--- src/hdl/drs_pkg.sv ---
package drs_pkg;

	localparam int AMOUNT_WIDTH_DEF = 64;
	localparam int OUT_WIDTH        = 64;
	localparam int DPI_WIDTH        = 16;
	localparam logic [DPI_WIDTH-1:0] BASE_DPI = 16'd96;

	typedef enum logic {
		OP_TO_PHYSICAL = 1'b0,
		OP_TO_LOGICAL  = 1'b1
	} op_t;

endpackage

--- src/hdl/drs_front.sv ---
module drs_front #(
	parameter int AMOUNT_WIDTH = drs_pkg::AMOUNT_WIDTH_DEF
) (
	input  logic                                        clk,
	input  logic                                        arst_n,
	input  logic                                        in_valid,
	output logic                                        in_ready,
	input  logic                                        operation,
	input  logic [drs_pkg::OUT_WIDTH-1:0]               amount,
	input  logic [drs_pkg::DPI_WIDTH-1:0]               dpi,
	output logic                                        fr_valid,
	input  logic                                        fr_ready,
	output logic                                        fr_neg,
	output logic [AMOUNT_WIDTH+drs_pkg::DPI_WIDTH-1:0] fr_prod,
	output logic [drs_pkg::DPI_WIDTH-1:0]               fr_den
);
	import drs_pkg::*;

	localparam int PW = AMOUNT_WIDTH + DPI_WIDTH;

	logic [AMOUNT_WIDTH-1:0] v;
	logic                    neg;
	logic [AMOUNT_WIDTH-1:0] mag;
	logic [DPI_WIDTH-1:0]    d, num, den;
	logic                    v_s1, neg_s1;
	logic [PW-1:0]           prod_s1;
	logic [DPI_WIDTH-1:0]    den_s1;

	always_comb begin
		v   = amount[AMOUNT_WIDTH-1:0];
		neg = v[AMOUNT_WIDTH-1];
		mag = neg ? (~v + 1'b1) : v;
		d   = (dpi == '0) ? BASE_DPI : dpi;
		if (op_t'(operation) == OP_TO_LOGICAL) begin
			num = BASE_DPI;
			den = d;
		end else begin
			num = d;
			den = BASE_DPI;
		end
	end

	assign in_ready = !v_s1 || fr_ready;

	always_ff @(posedge clk or negedge arst_n) begin
		if (!arst_n) begin
			v_s1 <= 1'b0;
		end else if (in_ready) begin
			v_s1 <= in_valid;
		end
	end

	always_ff @(posedge clk) begin
		if (in_ready && in_valid) begin
			neg_s1  <= neg;
			prod_s1 <= PW'(mag) * PW'(num);
			den_s1  <= den;
		end
	end

	assign fr_valid = v_s1;
	assign fr_neg   = neg_s1;
	assign fr_prod  = prod_s1;
	assign fr_den   = den_s1;

endmodule

--- config.mk ---
export PLATFORM = sky130hd
export DESIGN_NAME = drs_front
export DESIGN_NICKNAME = d
export VERILOG_FILES = /design/src/hdl/drs_pkg.sv /design/src/hdl/drs_front.sv
export SDC_FILE = /design/constraint.sdc
export NUM_CORES = 2
export LEC_CHECK = 0
export ABC_AREA = 1
export BUFFER_PORTS_ARGS = -buffer_cell sky130_fd_sc_hd__buf_2
export CAP_MARGIN = 30
export CORE_UTILIZATION = 40
export CTS_CLUSTER_SIZE = 14
export DETAILED_ROUTE_END_ITERATION = 12
export GPL_TIMING_DRIVEN = 0
export PLACE_DENSITY = 0.64
export SYNTH_ARGS = -nofsm -noshare
export SYNTH_HDL_FRONTEND = slang
export SYNTH_SLANG_ARGS = --single-unit
--- constraint.sdc ---
create_clock -name clk -period 6.8 [get_ports clk]
set_input_delay 0.34 -clock clk [delete_from_list [all_inputs] [get_ports clk]]
set_output_delay 0.34 -clock clk [all_outputs]
set_load 0.01 [all_outputs]
Yosys cells after proc, flatten, opt, wreduce, memory -nomap -nowiden --
Index checks and enable logic that the tools add are counted.
Storage, ports and cells: flip-flop bits (word level) 98, output and inout bits 99
Cells by class: $mul 1, mux-type cells 3, bitwise operators 1, $add $sub $neg 1, reduce and logical (&&, ||, !) cells 4
Operator list (count):
- 64-bit by 16-bit multiplier with 80-bit output | 1
- 64-bit by 1-bit adder with 64-bit output, second input constant | 1
- 64-bit two-way mux | 1
- 64-bit NOT | 1
- 16-bit two-way mux | 2
- 16-bit logical NOT | 1
- 1-bit logical AND | 1
- 1-bit logical NOT | 1
- 1-bit logical OR | 1

Depth between registers and ports, before layout --
depth in word-level cells 4, gate-level depth with buffers 38

Worst setup path before layout --
Ideal clock, no wire load.
path kind input -> register, from input port amount[0] in the netlist's numbering, to register prod_s1[55], in the netlist fr_prod[55], data pin, arrival time 6.551 ns, path buffers 2, slack -0.003 ns, stages on the path 34, cell sequence inv_2 clkbuf_1 ha_1 nand3_2 nor2_4 nand2_1 o21ai_0 xor2_1 inv_2 buf_2 nand2_1 fa_1 inv_1 fa_1 inv_1 fa_1 inv_1 fa_1 fa_1 inv_1 fa_1 inv_1 ha_1 nand2_1 nor2_1 inv_1 nor2_1 nand3b_1 nand3_1 nand2_1 nand2_1 nand2_1 nand3_1 nand2_1
On the way: cells in the longest elaborated chain, start to end 4
RTL lines:
- start, declared | line drs_front.sv:9 | input logic [drs_pkg::OUT_WIDTH-1:0] amount,
- 64-bit NOT | line drs_front.sv:32 | mag = neg ? (~v + 1'b1) : v;
- 64-bit by 1-bit adder with 64-bit output | line drs_front.sv:32
- 64-bit two-way mux (*) | line drs_front.sv:32
- 64-bit by 16-bit multiplier with 80-bit output (*) | line drs_front.sv:56 | prod_s1 <= PW'(mag) * PW'(num);
- end signal, assigned | line drs_front.sv:56
- end, declared | line drs_front.sv:26 | logic [PW-1:0] prod_s1;
Every way passes the cells marked *; elsewhere a longest branch is shown, timed or not. A chain may end at the register's enable or synchronous reset.

Final worst setup path --
from input port amount[63] in the netlist's numbering, to register prod_s1[45], in the netlist fr_prod[45], data pin
On the way: cells in the longest elaborated chain, start to end 2
RTL lines (line):
- 64-bit two-way mux | drs_front.sv:32
- 64-bit by 16-bit multiplier with 80-bit output | drs_front.sv:56
Every way passes these cells.

==> metrics.yaml <==
synth-adder-area-share_pct: 49.2
synth_cell_types: 43
crit_path_start: "amount[63]"
drt-total-wl_um: 160000
r2r-end: "fr_prod[13]$_DFFE_PP_"
cp.required_ps: 6930
ant_nets: 0
critPathKind: "in -> reg"
synth_nets: 6341
met3_length_um: 18100
die_h_um: 315
max_slew_margin_pct: 25.7
fmax_mhz: 145
grt_start_max_net_pins: 32
critical_path_arrival_ps: 7020
hp-class: "in -> reg"
seq_area_sq_um: 2940
drive_above_1_share_pct: 22.0
yosysWarnings: 0
overflow: 0
drtPass1Iterations: 7
fin_skew_ps: 15.3
synthMuxAreaShare_pct: 0
fillCellCount: 9478
synthXorXnorAreaFrac_pct: 1.52
fp.dieArea_sq_um: 99000
cp_max_fo: 10
setup.worst_path.start_class: "primary input"
drt-met1-wl_um: 55900
avgViaCountPerCell: 5.38
crit_end: "fr_prod[45]$_DFFE_PP_"
htreeDepth: 3
layout_min_cycle_time_ps: 6890
synth_compound_area_share_pct: 2.46
ys_ff_latch: 98
violations: "setup timing"
setup_slack_ps: -91.2
fin_cells: 6870
drt-initial-drc-count: 3772
synth_area_sq_um: 39100
synth_area_leaders: "fa_1 44%, inv_1 13%, nand2_1 12%"
avgSynthCellArea_sq_um: 7.47
hpwl_um: 129000
finalMaxSlewViolations: 0
grt_pass1_vias: 38365
grt_pass1_wl_um: 237000
cp_slowest_cell: "fa_2"
cts_tree: "yes"
clock_path_buffers: 2
syn2layout_area_growth_pct: 20.9
rrSetupSlack_ps: 4880
start_util_pct: 40.4
synthArstFlopShare_pct: 1.02
grt_antenna_before_repair: 6
cts_inserted_buffers: 9
wl_per_cell_um: 23.3
critPathCaptureType: "flip-flop"
core_area_sq_um: 96700
finalNetCount: 6690
period_share_pct: 101
root_buffer: "clkbuf_16"
wl_met2_um: 71200
worstSkewPairLatency_ps: 390
cpPeakStageDelay_ps: 620
tightest_slew_ps: 1110
r2r_cells: 3
drc: 0
yosys.area.top_type_share_pct: 44.3
via_count: 36948
hold_violations: 0
synth_simple_gate_area_share_pct: 24.4
synth_top_area_cell: "fa_1"
numPortBuffers: 183
place_congestion: 1.04
synth_ff_type: "edfxtp_1"
rsz0062_at_grt: "yes"
grt_usage_pct: 32.7
cap_violations: 0
syn_inst: 5237
multi_input_area_sq_um: 33600
clock_sinks: 98
worstReg2RegStart: "fr_valid$_DFFE_PN0N_"
row_count: 114
status: "finished, violations left"
setup_viol: 29
synth-seq-area-share_pct: 7.51
synth_top_family_by_area: "adder cells"
synth_edf_count: 97
dpl.cell_count: 6713
highest_layer: "met5"
io-pin-count: 184
clk_pin_slew_ps: 70
die_w_um: 315
holdPathStages: 3
[layer usage]
metal  track usage [%]  vias up
li1                  -    15849
met1              37.9    18185
met2              51.1     2197
met3              9.64      709
met4              24.4        8
met5                 0        -
[flip-flops by register name, indices dropped and copies added, names as in the netlist]
signal	count
fr_prod	80
fr_den	16
fr_valid	1
fr_neg	1
[repair_timing]
| item | CTS | global route |
|---|---|---|
| hold endpoints to repair | 1 | 0 |
| setup endpoints to repair | 69 | 58 |
| gates cloned | 2 | 1 |
| pin swaps | 86 | 212 |
| gates resized for setup | 607 | 564 |
| hold buffers | 1 | 0 |
| setup buffers | 64 | 69 |
[worst min path at each step]
stage / start / end
after floorplan: arst_n / fr_valid$_DFFE_PN0N_
after global placement: arst_n / fr_valid$_DFFE_PN0N_
after detailed placement: arst_n / fr_valid$_DFFE_PN0N_
after CTS: in_valid / fr_valid$_DFFE_PN0N_
after global routing: in_valid / fr_valid$_DFFE_PN0N_
final: in_valid / fr_valid$_DFFE_PN0N_
[synthesized netlist by cell type (3+ instances only)]
cell type  instances
clkbuf_1         123
inv_1           1345
a31oi_1            9
edfxtp_1          97
nor4_1             7
inv_2             13
nand3_2           14
nor2_4             3
a21oi_1           97
or2_2              5
nor2_1           621
o21a_1             4
ha_1             153
nand3b_1          15
o21ai_1            3
nand4_1            9
o21ai_0           47
fa_1             866
xor2_1            52
nand2_1         1274
nand3_1          331
o211ai_1           3
nor3_1            31
nor2_2             6
clkinv_1           9
and2_1             5
buf_1             10
xnor2_1            9
o21bai_1           9
nand2_2           12
buf_2             38
[critical path: cells and delay by family]
kind | cells | cell delay (ps)
AND/OR/NAND/NOR | 9 | 1060
AO/OA/AOI/OAI | 1 | 160
buffers and inverters | 12 | 1940
adder cells (fa/ha/maj) | 7 | 3350
XOR/XNOR | 1 | 150
[metrics by stage]
stage | instance area (sq um) | util, % | hold slack, ps | setup TNS (ps) | setup WS, ps
after global placement | 41600 | 43.0 | 115 | -236420 | -2320
after detailed placement | 41900 | 43.3 | 115 | -128820 | -2340
after floorplan | 39100 | - | 44.4 | 0 | 118
final | 47300 | 48.9 | 190 | -958 | -91.2
after CTS | 44800 | 46.4 | 174 | -48.8 | -13.3
after global routing | 47300 | 48.9 | 188 | -9040 | -273
[cells in the final DEF (no fill, tap or decap), types with 35 or more instances in the layout]
cell / Yosys / final
nand3_1: 331 / 299
edfxtp_1: 97 / 97
inv_2: 13 / 81
clkbuf_2: 0 / 69
fa_1: 866 / 812
nand2_2: 12 / 153
buf_6: 2 / 36
inv_1: 1345 / 1256
xor2_1: 52 / 43
ha_1: 153 / 99
a21oi_2: 0 / 36
o21ai_0: 47 / 35
a21oi_1: 97 / 52
fa_2: 0 / 54
nor2_1: 621 / 473
nand2_4: 0 / 57
nand2_1: 1274 / 1071
buf_2: 38 / 191
ha_4: 0 / 49
nor2_2: 6 / 83
nor2_4: 3 / 74
buf_4: 0 / 128
[cell type report]
type                    count  share of cell area (%)
clock inverters             6                   0.204
inverters                1367                    11.0
multi-input cells        3599                    71.1
clock buffers              10                   0.484
well taps                1276                    3.38
diodes                      3                  0.0159
repair buffers            339                    5.13
plain buffers             172                    2.48
flip-flops and latches     98                    6.21
[logic make-up (layout without fill, tap and decap cells)]
| kind of cell | Yosys count | in the layout |
|---|---|---|
| simple gates | 2339 | 2339 |
| buf+inv | 1540 | 1894 |
| fa+ha+maj | 1019 | 1019 |
| compound gates | 177 | 177 |
| flops | 98 | 98 |
| xor+xnor | 64 | 64 |
| other cells | 0 | 3 |
Power is left out: the tool's default activity adds up to more than one toggle a clock period on the data nets, which glitch-free logic cannot reach.
