`src/hdl/drs_fifo.sv`:
```
module drs_fifo #(
	parameter int DW = 8
) (
	input  logic          clk,
	input  logic          arst_n,
	input  logic          wr_valid,
	output logic          wr_ready,
	input  logic [DW-1:0] wr_data,
	output logic          rd_valid,
	input  logic          rd_ready,
	output logic [DW-1:0] rd_data
);
	logic [DW-1:0] mem [2];
	logic          wp_q, rp_q;
	logic [1:0]    cnt_q;
	logic          push, pop;

	assign wr_ready = (cnt_q != 2'd2);
	assign rd_valid = (cnt_q != 2'd0);
	assign push     = wr_valid && wr_ready;
	assign pop      = rd_valid && rd_ready;
	assign rd_data  = mem[rp_q];

	always_ff @(posedge clk or negedge arst_n) begin
		if (!arst_n) begin
			wp_q  <= 1'b0;
			rp_q  <= 1'b0;
			cnt_q <= 2'd0;
		end else begin
			if (push) wp_q <= ~wp_q;
			if (pop)  rp_q <= ~rp_q;
			cnt_q <= cnt_q + 2'(push) - 2'(pop);
		end
	end

	always_ff @(posedge clk) begin
		if (push) begin
			mem[wp_q] <= wr_data;
		end
	end

endmodule

```
`config.mk`:
```
export PLATFORM = sky130hd
export DESIGN_NAME = drs_fifo
export DESIGN_NICKNAME = d
export VERILOG_FILES = /design/src/hdl/drs_fifo.sv
export SDC_FILE = /design/constraint.sdc
export NUM_CORES = 1
export LEC_CHECK = 0
export BUFFER_PORTS_ARGS = -buffer_cell sky130_fd_sc_hd__buf_2
export CORE_MARGIN = 5
export CORE_UTILIZATION = 38
export CTS_CLUSTER_DIAMETER = 200
export DETAILED_ROUTE_END_ITERATION = 6
export PLACE_DENSITY = 0.71
export SKIP_CTS_REPAIR_TIMING = 1
export SLEW_MARGIN = 20
export SYNTH_ARGS = -nofsm -noshare
export SYNTH_HDL_FRONTEND = slang
export SYNTH_SLANG_ARGS = --single-unit
```
`constraint.sdc`:
```
create_clock -name clk -period 1.75 [get_ports clk]
set_clock_uncertainty 0.15 [all_clocks]
set_input_delay 0.525 -clock clk [delete_from_list [all_inputs] [get_ports clk]]
set_output_delay 0.525 -clock clk [all_outputs]
set_load 0.01 [all_outputs]
```
---- Word-level counts from Yosys, hierarchy flattened ----
Memory sizes are Yosys's and may differ from the RTL's.
Index checks and enable logic that the tools add are counted.
storage, ports and cells
  bits in registers ....................... 4
  memory bits (writable) .................. 16
  bits of input ports ..................... 12
  output and inout port bits .............. 10
  logic and storage cells ................. 14
  memories ................................ 1
memory list
  name  words  bits a word  rd ports  clocked after Yosys merged registers in  write ports  RTL line  source
  mem   2      8            1         0                                        1            13        logic [DW-1:0] mem [2];
cells by class
  $add $sub $neg .......................... 2
  equal/unequal tests ..................... 1
  multiplexer cells ....................... 2
  bitwise gates (word level) .............. 2
  reduce and logical (&&, ||, !) cells .... 3
operators with widths
  cell                  number
  $add A2 B1 Y2         1
  $logic_and A1 B1 Y1   2
  $mux W1               2
  $ne A2 B2 Y1 const B  1
  $not A1 Y1            2
  $reduce_bool A2 Y1    1
  $sub A2 B1 Y2         1

---- Longest topological paths before layout ----
Gate-level depths: netlist of run 1.
  depth in word-level cells ............... 4
  depth in mapped cells ................... 7
  mapped depth without buffers ............ 7

---- Least setup slack after synthesis of run 1 ----
Ideal clock, no wire load.
  kind .................................... reg-to-reg
  start point ............................. register cnt_q[1]
  end point ............................... register cnt_q[1]
  setup time .............................. 123 ps
  data arrival time ....................... 1537 ps
  required time ........................... 1477 ps
  setup slack ............................. -59 ps
  cell stages (with the launch flop) ...... 8
  path buffers ............................ 0
  period minus slack after synthesis ...... 1809 ps
  cells stage by stage .................... dfrtp_1 -> or2_1 -> and2_4 -> ha_1 -> inv_1 -> ha_1 -> xnor2_1 -> xnor2_1
between the ends
  elaborated cells between the ends (all ways) .. 6
  classes of those cells .................. add/sub (2); eq/ne (1); reduce/logical (3)
RTL lines
  what                    RTL line  source
  from (decl)             15        logic [1:0] cnt_q;
  from (signal assigned)  32        cnt_q <= cnt_q + 2'(push) - 2'(pop);
  $reduce_bool A2 Y1      19        assign rd_valid = (cnt_q != 2'd0);
  via rd_valid            9         output logic rd_valid,
  $logic_and A1 B1 Y1     21        assign pop = rd_valid && rd_ready;
  via pop                 16        logic push, pop;
  $sub A2 B1 Y2           32
The timed path passes the listed nets, and every way through them passes these cells.
A chain may end at the register's enable or synchronous reset.

---- Final worst setup path of run 1 ----
  start point ............................. register rp_q
  end point ............................... output port rd_data[6]
between the ends
  longest elaborated chain between the ends .. 1
RTL lines
  what                    RTL line  source
  from (decl)             14        logic wp_q, rp_q;
  from (signal assigned)  31        if (pop) rp_q <= ~rp_q;
  $mem_v2 Z2 W8           --
  to (decl)               11        output logic [DW-1:0] rd_data
Every way passes these cells.

==> flow_metrics.py, run 1 <==
metrics = {
    "worst_setup_path": {
        "required_ns": 1.07,
        "cpMostUsedCell": "buf_6",
        "worst_setup_path_start_kind": "flop",
        "critPathMaxStageDelay_ns": 0.46,
        "path_cells": "buf_6 -> mux2_4 -> buf_6",
        "cp-end-kind": "output port",
        "arrival_ns": 1.32,
        "worst-path-max-fanout": 4,
        "crit_slowest_cell": "dfrtp_2",
        "path_class": "flop to output port",
    },
    "global_route": {
        "grt_max_degree": 12,
        "track_usage_pct": 8.92,
        "grt_overflow": 0,
        "grt_pass1_vias": 450,
        "antenna_found_initial": 0,
        "grt_pass1_wl_um": 1830,
    },
    "detailed_routing": {
        "wl_per_cell_um": 14.4,
        "drt_wl_total_um": 1500,
        "vias_per_cell": 4.29,
        "drt-initial-drc-count": 4,
        "vias": 446,
        "drtPass1Iterations": 3,
        "detail-route-antenna-nets": 0,
        "drc": 0,
    },
    "floorplanning": {
        "die_width_um": 55.1,
        "coreArea_mm2": 0.00196,
        "die_area_mm2": 0.00304,
        "start_util_pct": 39.5,
        "io_pins": 22,
        "die_y_um": 55.1,
        "rows": 16,
    },
    "final_layout": {
        "fin_util_pct": 59.8,
        "final_net_count": 92,
        "antennaDiodeCount": 0,
        "area.growth.synth_to_final_pct": 51.5,
        "design_area_mm2": 0.00117,
        "fin_cells": 104,
        "drive_gt1_share_pct": 66.2,
    },
    "sta": {
        "finalCritPeriodShare_pct": 114,
        "period_needed_ns": 1.99,
        "finalSetupViolations": 11,
        "slew_viol_final": 0,
        "hold_viol_final": 0,
        "fmax_mhz": 502,
        "whs_ns": 0.270,
        "worst_pin_slew_ns": 0.361,
        "slew_headroom_pct": 75.9,
        "rsz0062_at_grt": "true",
        "worst_slack_ns": -0.242,
        "fin_tns_setup_ns": -1.82,
    },
    "power_and_ir_drop": {
        "swShare_pct": 29.1,
        "vdd_drop_max_mv": 0.837,
        "p_per_area_mw_per_mm2": 1720,
        "power_frac_clock_pct": 12.7,
        "p_seq_share_pct": 36.5,
        "power_switching_w": 0.000587,
        "p_int_w": 0.00143,
        "leakage_nw": 0.498,
        "combPwrFrac_pct": 50.9,
    },
    "logic_synthesis": {
        "synth_cell_type_count": 14,
        "synth_cells": 42,
        "ys_ff_latch": 20,
        "synth_area_leaders": "edfxtp_1, dfrtp_1, mux2_1, xnor2_1, ha_1",
        "synth_nets": 56,
        "synth_area_per_cell_um2": 18.4,
        "yosysWarnings": 0,
        "yosysTopAreaCell": "edfxtp_1",
        "synthesis.area_um2": 774,
        "seq_area_frac_synth_pct": 75.0,
        "yosys.area.top_type_share_pct": 62.0,
    },
    "clocking": {
        "clockBufferDepth": 2,
        "htree_levels": 1,
        "cts_tree": "done",
        "cts.sinks": 20,
        "root_buffer": "clkbuf_4",
        "cts_made_buffers": 3,
        "clk_pin_slew_ns": 0.11,
        "clock_latency_ns": 0.29,
    },
    "place": {
        "dpl.cell_count": 95,
        "hpwl_um": 930,
        "post_dp_cell_area_um2": 958,
        "io_buffers": 21,
        "gp_congestion": 0.745,
    },
    "status": {
        "outcome": "finished with violations",
        "violations": "setup timing",
    },
    "flow_run": {
        "maxCapViolations": 0,
    },
    "min_path": {
        "worstHoldPathType": "input port to flop",
    },
}
## power groups by stage
stage | combinational, W | sequential (W) | clock [W]
after CTS | 0.000591 | 0.000747 | 0.000264
after global placement | 0.000576 | 0.000749 | 0
after global routing | 0.00110 | 0.000750 | 0.000296
after detailed placement | 0.000589 | 0.000756 | 0
final | 0.00103 | 0.000736 | 0.000255
after floorplan | 0.000375 | 0.000712 | 0
## cell usage after synthesis
| cell type | instances |
|---|---|
| and2_4 | 1 |
| and3_1 | 1 |
| buf_2 | 1 |
| dfrtp_1 | 4 |
| edfxtp_1 | 16 |
| ha_1 | 2 |
| inv_1 | 1 |
| mux2_1 | 8 |
| nand2_1 | 1 |
| nand2b_1 | 1 |
| nor2_1 | 1 |
| or2_1 | 1 |
| xnor2_1 | 3 |
| xor2_1 | 1 |
## per-layer routing
layer  track usage (%)  up-vias  part of all wire (%)
met5                 0        -                     0
met1              10.1      212                    37
li1                  -      222                     -
met2              15.7       12                    58
met4              3.64        0                     0
met3              2.41        0                   5.1
## placed cells by master (no fill, tap or decap), drive strengths merged
| cell | count |
|---|---|
| dfrtp | 4 |
| ha | 2 |
| nand2b | 1 |
| inv | 1 |
| nor2 | 1 |
| nand2 | 1 |
| clkbuf | 4 |
| or2 | 1 |
| and3 | 1 |
| buf | 31 |
| mux2 | 8 |
| xnor2 | 3 |
| dlygate4sd3 | 1 |
| xor2 | 1 |
| edfxtp | 16 |
| and2 | 1 |
## worst max-delay path, delay by kind of cell, from the launching register on
| kind | cells | cell delay (ns) |
|---|---|---|
| buffers and inverters | 2 | 0.26 |
| DFF | 1 | 0.46 |
| muxes | 1 | 0.30 |
## path summary, 6_finish.rpt
| check | startpoint | to | slack [ns] | cells past startpoint |
|---|---|---|---|---|
| setup / recovery | rp_q | rd_data[6] | -0.24 | 3 |
| hold / removal | wr_data[0] | mem[0][0] | 0.27 | 1 |
| setup reg to reg | cnt_q[1] | cnt_q[1] | -0.03 | 7 |
| hold reg to reg | wp_q | wp_q | 0.35 | 1 |
| max in group asynchronous | arst_n | rp_q | 0.91 | 2 |
| min in group asynchronous | arst_n | wp_q | 0.41 | 2 |
## cell type report
class | instances | area [µm²]
clock buffers | 4 | 36.3
inverters | 1 | 3.75
fillers | 175 | 788
flip-flops and latches | 20 | 582
repair buffers | 32 | 262
well taps | 27 | 33.8
multi-input cells | 20 | 256
## kinds of logic after synthesis
kind of cell / share of synthesized area, %
flip-flops: 75.0
AND/OR/NAND/NOR: 4.52
buffers and inverters: 1.13
XOR/XNOR: 4.52
adder cells (fa/ha/maj): 3.23
multiplexers: 11.6
## registers in the layout, summed over array words and instances (netlist names)
name / count
cnt_q: 2
mem: 16
rp_q: 1
wp_q: 1
## per-stage QoR
| step | total power (W) | setup slack, ns |
|---|---|---|
| floorplan | 0.00109 | -0.00369 |
| global placement | 0.00132 | -0.00458 |
| detailed placement | 0.00134 | -0.0443 |
| CTS | 0.00160 | -0.349 |
| global route | 0.00215 | -0.293 |
| finish | 0.00202 | -0.242 |
Power figures use the tool's default switching activity.
==> inputs of run 2 (changes only) <==
--- a/config.mk
+++ b/config.mk
@@ -6,11 +6,13 @@
 export NUM_CORES = 1
 export LEC_CHECK = 0
 export BUFFER_PORTS_ARGS = -buffer_cell sky130_fd_sc_hd__buf_2
+export CELL_PAD_IN_SITES_DETAIL_PLACEMENT = 2
+export CELL_PAD_IN_SITES_GLOBAL_PLACEMENT = 2
 export CORE_MARGIN = 5
-export CORE_UTILIZATION = 38
+export CORE_UTILIZATION = 34
 export CTS_CLUSTER_DIAMETER = 200
 export DETAILED_ROUTE_END_ITERATION = 6
-export PLACE_DENSITY = 0.71
+export PLACE_DENSITY = 0.82
 export SKIP_CTS_REPAIR_TIMING = 1
 export SLEW_MARGIN = 20
 export SYNTH_ARGS = -nofsm -noshare
==> constraint.sdc (replaced) <==
create_clock -name clk -period 2.06 [get_ports clk]
set_clock_uncertainty 0.15 [all_clocks]
set_input_delay 0.618 -clock clk [delete_from_list [all_inputs] [get_ports clk]]
set_output_delay 0.618 -clock clk [all_outputs]
set_load 0.01 [all_outputs]
==> run 2 against run 1 <==
Effect of this change: critical path depth unchanged; cell count down 4.8%; sequential share of layout area up 5.1 points; design area down 9.3%; global-route usage up 1.7 points; routed wire length up 15%; non-clock buffer count down 6; via count down 0.90%; the flow still finishes with violations (setup timing); highest routed layer is now met4; sequential power down 15%.
==> flow_metrics.py, run 2 (synthesis results as in run 1) <==
metrics = {
    "final_layout": {
        "largest_reg_flops": 16,
        "reg.largest.list": "mem x16, cnt_q x2",
        "layout_commonest_cell": "edfxtp_1",
        "regMostFlops": "mem",
        "area.growth.synth_to_final_pct": 37.5,
        "final_net_count": 86,
        "fin_cells": 99,
        "drive_gt1_share_pct": 53.5,
        "fin_util_pct": 48.6,
        "antennaDiodeCount": 0,
        "fillers": 207,
        "layout_common_cells": "edfxtp_1, buf_2, buf_6, mux2_4",
    },
    "sta": {
        "rsz0062_at_grt": "true",
        "fmax_mhz": 480,
        "slew_headroom_pct": 73.4,
        "whs_ns": 0.347,
        "slew_viol_final": 0,
        "hold_viol_final": 0,
        "period_needed_ns": 2.08,
        "finalSetupViolations": 8,
        "finalCritPeriodShare_pct": 101,
        "worst_slack_ns": -0.0215,
        "fin_tns_setup_ns": -0.0695,
        "worst_pin_slew_ns": 0.399,
    },
    "floorplanning": {
        "start_util_pct": 35.4,
        "rows": 17,
        "die_y_um": 57.7,
        "die_area_mm2": 0.00333,
        "die_width_um": 57.7,
        "io_pins": 22,
        "coreArea_mm2": 0.00219,
    },
    "power_and_ir_drop": {
        "p_seq_share_pct": 41.5,
        "power_frac_clock_pct": 12.7,
        "leakage_nw": 0.450,
        "p_per_area_mw_per_mm2": 1420,
        "combPwrFrac_pct": 45.8,
        "power_switching_w": 0.000473,
        "vdd_drop_max_mv": 0.562,
        "swShare_pct": 31.2,
        "p_int_w": 0.00104,
    },
    "worst_setup_path": {
        "ff2ff_setup_slack_ns": 0.10,
        "required_ns": 1.29,
        "worst-path-max-fanout": 5,
        "r2r_end": "cnt_q[1]",
        "crit_slowest_cell": "dfrtp_2",
        "path_cells": "buf_6 -> mux2_4 -> buf_6",
        "critPathMaxStageDelay_ns": 0.44,
        "rr_startpoint": "cnt_q[1]",
        "arrival_ns": 1.31,
        "cpMostUsedCell": "buf_6",
        "worst_setup_path_start_kind": "flop",
        "cp-end-kind": "output port",
        "path_class": "flop to output port",
        "reg2regPathDepth": 7,
    },
    "place": {
        "dp_slack_ns": 0.0648,
        "gp_congestion": 0.645,
        "dpl.cell_count": 91,
        "io_buffers": 21,
        "hpwl_um": 1270,
    },
    "global_route": {
        "antenna_found_initial": 0,
        "grt_overflow": 0,
        "grt_pass1_vias": 500,
        "grt_pass1_wl_um": 2510,
        "track_usage_pct": 10.6,
        "grt_max_degree": 12,
    },
    "detailed_routing": {
        "drt-initial-drc-count": 8,
        "vias": 442,
        "drc": 0,
        "detail-route-antenna-nets": 0,
        "drtPass1Iterations": 4,
        "drt_wl_total_um": 1730,
        "wl_per_cell_um": 17.4,
        "vias_per_cell": 4.46,
    },
    "clocking": {
        "clock_latency_ns": 0.30,
        "cts_made_buffers": 3,
        "cts_tree": "done",
        "clk_pin_slew_ns": 0.11,
        "root_buffer": "clkbuf_4",
        "clockBufferDepth": 2,
        "htree_levels": 1,
        "cts.sinks": 20,
    },
    "status": {
        "violations": "setup timing",
        "outcome": "finished with violations",
    },
    "min_path": {
        "min_path_cells": 1,
        "worstHoldPathType": "input port to flop",
        "min-delay-start": "wr_data[0]",
        "holdPathEnd": "mem[0][0]",
    },
    "flow_run": {
        "maxCapViolations": 0,
    },
}
-- run 2: changes by cell type in the layout (fill, tap and decap cells not counted), sizes merged --
| cell | change |
|---|---|
| clkinv | +1 |
| buf | -6 |
| clkbuf | -1 |
-- run 2: area by class of cell --
cell class                 instances  area (µm²)  share of cell area [%]
sequential                        20         582                    54.6
clock buffer                       3        22.5                    2.12
inverter                           1        3.75                   0.353
clock inverter                     1        3.75                   0.353
multi-input combinational         20         215                    20.2
tap                               28        35.0                    3.29
timing repair buffer              26         203                    19.0
-- run 2: critical path, delay by kind of cell, from the launching register on --
kind	cells	cell delay, ns
buf+inv	2	0.26
flops	1	0.44
mux	1	0.31
-- run 2: per-layer routing --
layer | track usage, % | wire, µm | vias up
met3 | 2.90 | 101 | 2
met2 | 17.4 | 883 | 16
met5 | 0 | 0 | -
li1 | - | - | 208
met4 | 4.97 | 24 | 0
met1 | 13.0 | 715 | 216
-- run 2: power groups by stage --
stage | clock (W) | combinational, W | sequential, W
floorplan | 0 | 0.000309 | 0.000602
global placement | 0 | 0.000408 | 0.000643
detailed placement | 0 | 0.000444 | 0.000662
CTS | 0.000199 | 0.000446 | 0.000653
global route | 0.000226 | 0.000754 | 0.000642
finish | 0.000192 | 0.000693 | 0.000629
-- run 2: worst max path at each step --
| stage | startpoint | end | slack (ns) | cells after the start |
|---|---|---|---|---|
| 3_5_place_dp | rd_ready | cnt_q[1] | 0.06 | 7 |
| 5_1_grt | rp_q | rd_data[3] | -0.09 | 3 |
| 4_1_cts | rp_q | rd_data[3] | -0.19 | 2 |
| 2_1_floorplan | cnt_q[1] | cnt_q[1] | 0.25 | 7 |
| 6_report | rp_q | rd_data[3] | -0.02 | 3 |
| 3_3_place_gp | rd_ready | cnt_q[1] | 0.22 | 7 |
-- run 2: per-stage QoR --
step / power (W) / area (µm²)
after global placement: 0.00105 / 917
final: 0.00151 / 1060
after detailed placement: 0.00111 / 917
after global routing: 0.00162 / 1060
after CTS: 0.00130 / 943
after floorplan: 0.000911 / 774
==> inputs of run 3 (changes only) <==
==> constraint.sdc (replaced) <==
create_clock -name clk -period 2.2 [get_ports clk]
set_clock_uncertainty 0.15 [all_clocks]
set_input_delay 0.66 -clock clk [delete_from_list [all_inputs] [get_ports clk]]
set_output_delay 0.66 -clock clk [all_outputs]
set_load 0.01 [all_outputs]
==> run 3 against run 2 <==
Effect of this change: sequential share of layout area rose by 4.7 points; combinational power fell by 43%; non-clock buffer count fell by 3; utilization fell by 3.8 points; via count fell by 2.9%; the run now ends clean; design area fell by 7.9%; first-iteration DRC count fell by 38%; count of clock-buffer cells in the layout did not move; clock power rose by 54%; die area did not move; power fell by 14%.
==> flow_metrics.py, run 3 (synthesis results as in run 1) <==
metrics = {
    "power_and_ir_drop": {
        "vdd_drop_max_mv": 0.508,
        "leakage_nw": 0.396,
        "p_per_area_mw_per_mm2": 1320,
    },
    "worst_setup_path": {
        "crit_buf_inv": 1,
        "cp-end-kind": "output port",
        "worst_setup_path_start_kind": "flop",
        "crit_slowest_cell": "dfrtp_2",
        "path_class": "flop to output port",
        "required_ns": 1.39,
        "crit_family": "flip-flops",
        "path_cells": "mux2_1 -> buf_2",
        "critPathMaxStageDelay_ns": 0.51,
        "arrival_ns": 1.30,
        "worst-path-max-fanout": 9,
        "ff2ff_setup_slack_ns": 0.31,
    },
    "status": {
        "outcome": "complete, no violations",
    },
    "final_layout": {
        "regMostFlops": "mem",
        "fin_util_pct": 44.8,
        "fillers": 231,
        "largest_reg_flops": 16,
        "reg.largest.list": "mem x16, cnt_q x2",
        "fin_cells": 96,
        "antennaDiodeCount": 0,
        "area.growth.synth_to_final_pct": 26.7,
        "drive_gt1_share_pct": 41.2,
        "layout_common_cells": "buf_2, edfxtp_1, mux2_1",
        "final-seq-area_um2": 582,
        "multiInputGateArea_um2": 185,
        "final_net_count": 83,
        "layout_commonest_cell": "buf_2",
    },
    "floorplanning": {
        "start_util_pct": 35.4,
        "die_width_um": 57.7,
        "io_pins": 22,
        "die_area_mm2": 0.00333,
        "rows": 17,
        "die_y_um": 57.7,
        "coreArea_mm2": 0.00219,
    },
    "sta": {
        "fin_tns_setup_ns": 0,
        "rsz0062_at_grt": "false",
        "slew_viol_final": 0,
        "worst_pin_slew_ns": 0.388,
        "hold_viol_final": 0,
        "finalSetupViolations": 0,
        "finalCritPeriodShare_pct": 95.9,
        "fmax_mhz": 474,
        "whs_ns": 0.354,
        "period_needed_ns": 2.11,
        "slew_headroom_pct": 74.1,
        "worst_slack_ns": 0.0913,
    },
    "clocking": {
        "clk_pin_slew_ns": 0.10,
        "root_buffer": "clkbuf_4",
        "cts_tree": "done",
        "htree_levels": 1,
        "cts_made_buffers": 3,
        "cts.sinks": 20,
        "clockBufferDepth": 2,
        "clock_latency_ns": 0.30,
    },
    "detailed_routing": {
        "drtPass1Iterations": 4,
        "detail-route-antenna-nets": 0,
        "vias_per_cell": 4.47,
        "vias": 429,
        "drt_wl_total_um": 1480,
        "wl_per_cell_um": 15.4,
        "drc": 0,
        "drt-initial-drc-count": 5,
    },
    "global_route": {
        "grt_pass1_wl_um": 2390,
        "busiest_layer": "met2",
        "met3_usage_pct": 2.00,
        "met1_usage_pct": 11.9,
        "grt_pass1_vias": 497,
        "track_usage_pct": 9.79,
        "grt_max_degree": 13,
        "antenna_found_initial": 0,
        "use_met2_pct": 16.8,
        "grt_overflow": 0,
    },
    "place": {
        "gp_congestion": 0.644,
        "dpl.cell_count": 91,
        "io_buffers": 21,
        "dp_slack_ns": 0.254,
        "hpwl_um": 1120,
    },
    "min_path": {
        "worstHoldPathType": "flop to flop",
    },
    "flow_run": {
        "maxCapViolations": 0,
    },
}
## run 3: changes by cell type in the layout (fill, tap and decap cells not counted), sizes merged
| cell | before | now |
|---|---|---|
| buf | 25 | 22 |
| clkinv | 1 | 0 |
| bufinv | 0 | 1 |
## run 3: worst paths after layout
| check | start | end | cells after the start |
|---|---|---|---|
| setup / recovery | rp_q | rd_data[7] | 2 |
| hold / removal | wp_q | wp_q | 1 |
| setup reg to reg | cnt_q[1] | cnt_q[1] | 7 |
| hold reg to reg | wp_q | wp_q | 1 |
| max in group asynchronous | arst_n | rp_q | 2 |
| min in group asynchronous | arst_n | cnt_q[0] | 2 |
## run 3: area by class of cell
| type | instances | area share [%] |
|---|---|---|
| Clock inverter | 1 | 3.06 |
| Tap cell | 28 | 3.57 |
| Clock buffer | 3 | 2.30 |
| Timing Repair Buffer | 23 | 12.5 |
| Multi-Input combinational cell | 20 | 18.9 |
| Inverter | 1 | 0.383 |
| Sequential cell | 20 | 59.3 |
## run 3: per-stage QoR
step,cell area [µm²],total power [W]
6_report,981,0.00130
5_1_grt,981,0.00138
4_1_cts,970,0.00132
3_5_place_dp,917,0.00102
3_3_place_gp,917,0.000985
2_1_floorplan,774,0.000853
## run 3: worst register-to-register path: cells and delay by family, from the launching register on
family,cells,cell delay (ns)
buf+inv,1,0.04
simple gates,2,0.43
xor+xnor,2,0.30
flops,1,0.43
fa+ha+maj,2,0.46
## run 3: report_power, final
group,internal [W],switching (W)
combinational,0.000198,0.000197
sequential,0.000531,0.0000742
clock,0.000184,0.000111
total,0.000914,0.000382
## run 3: layer usage
layer  up-vias  wire [µm]  share of wire, %
met5         -          0                 0
met4         0         20               1.4
met3         2         81               5.5
met2        16        755                51
met1       208        620                42
li1        203          -                 -
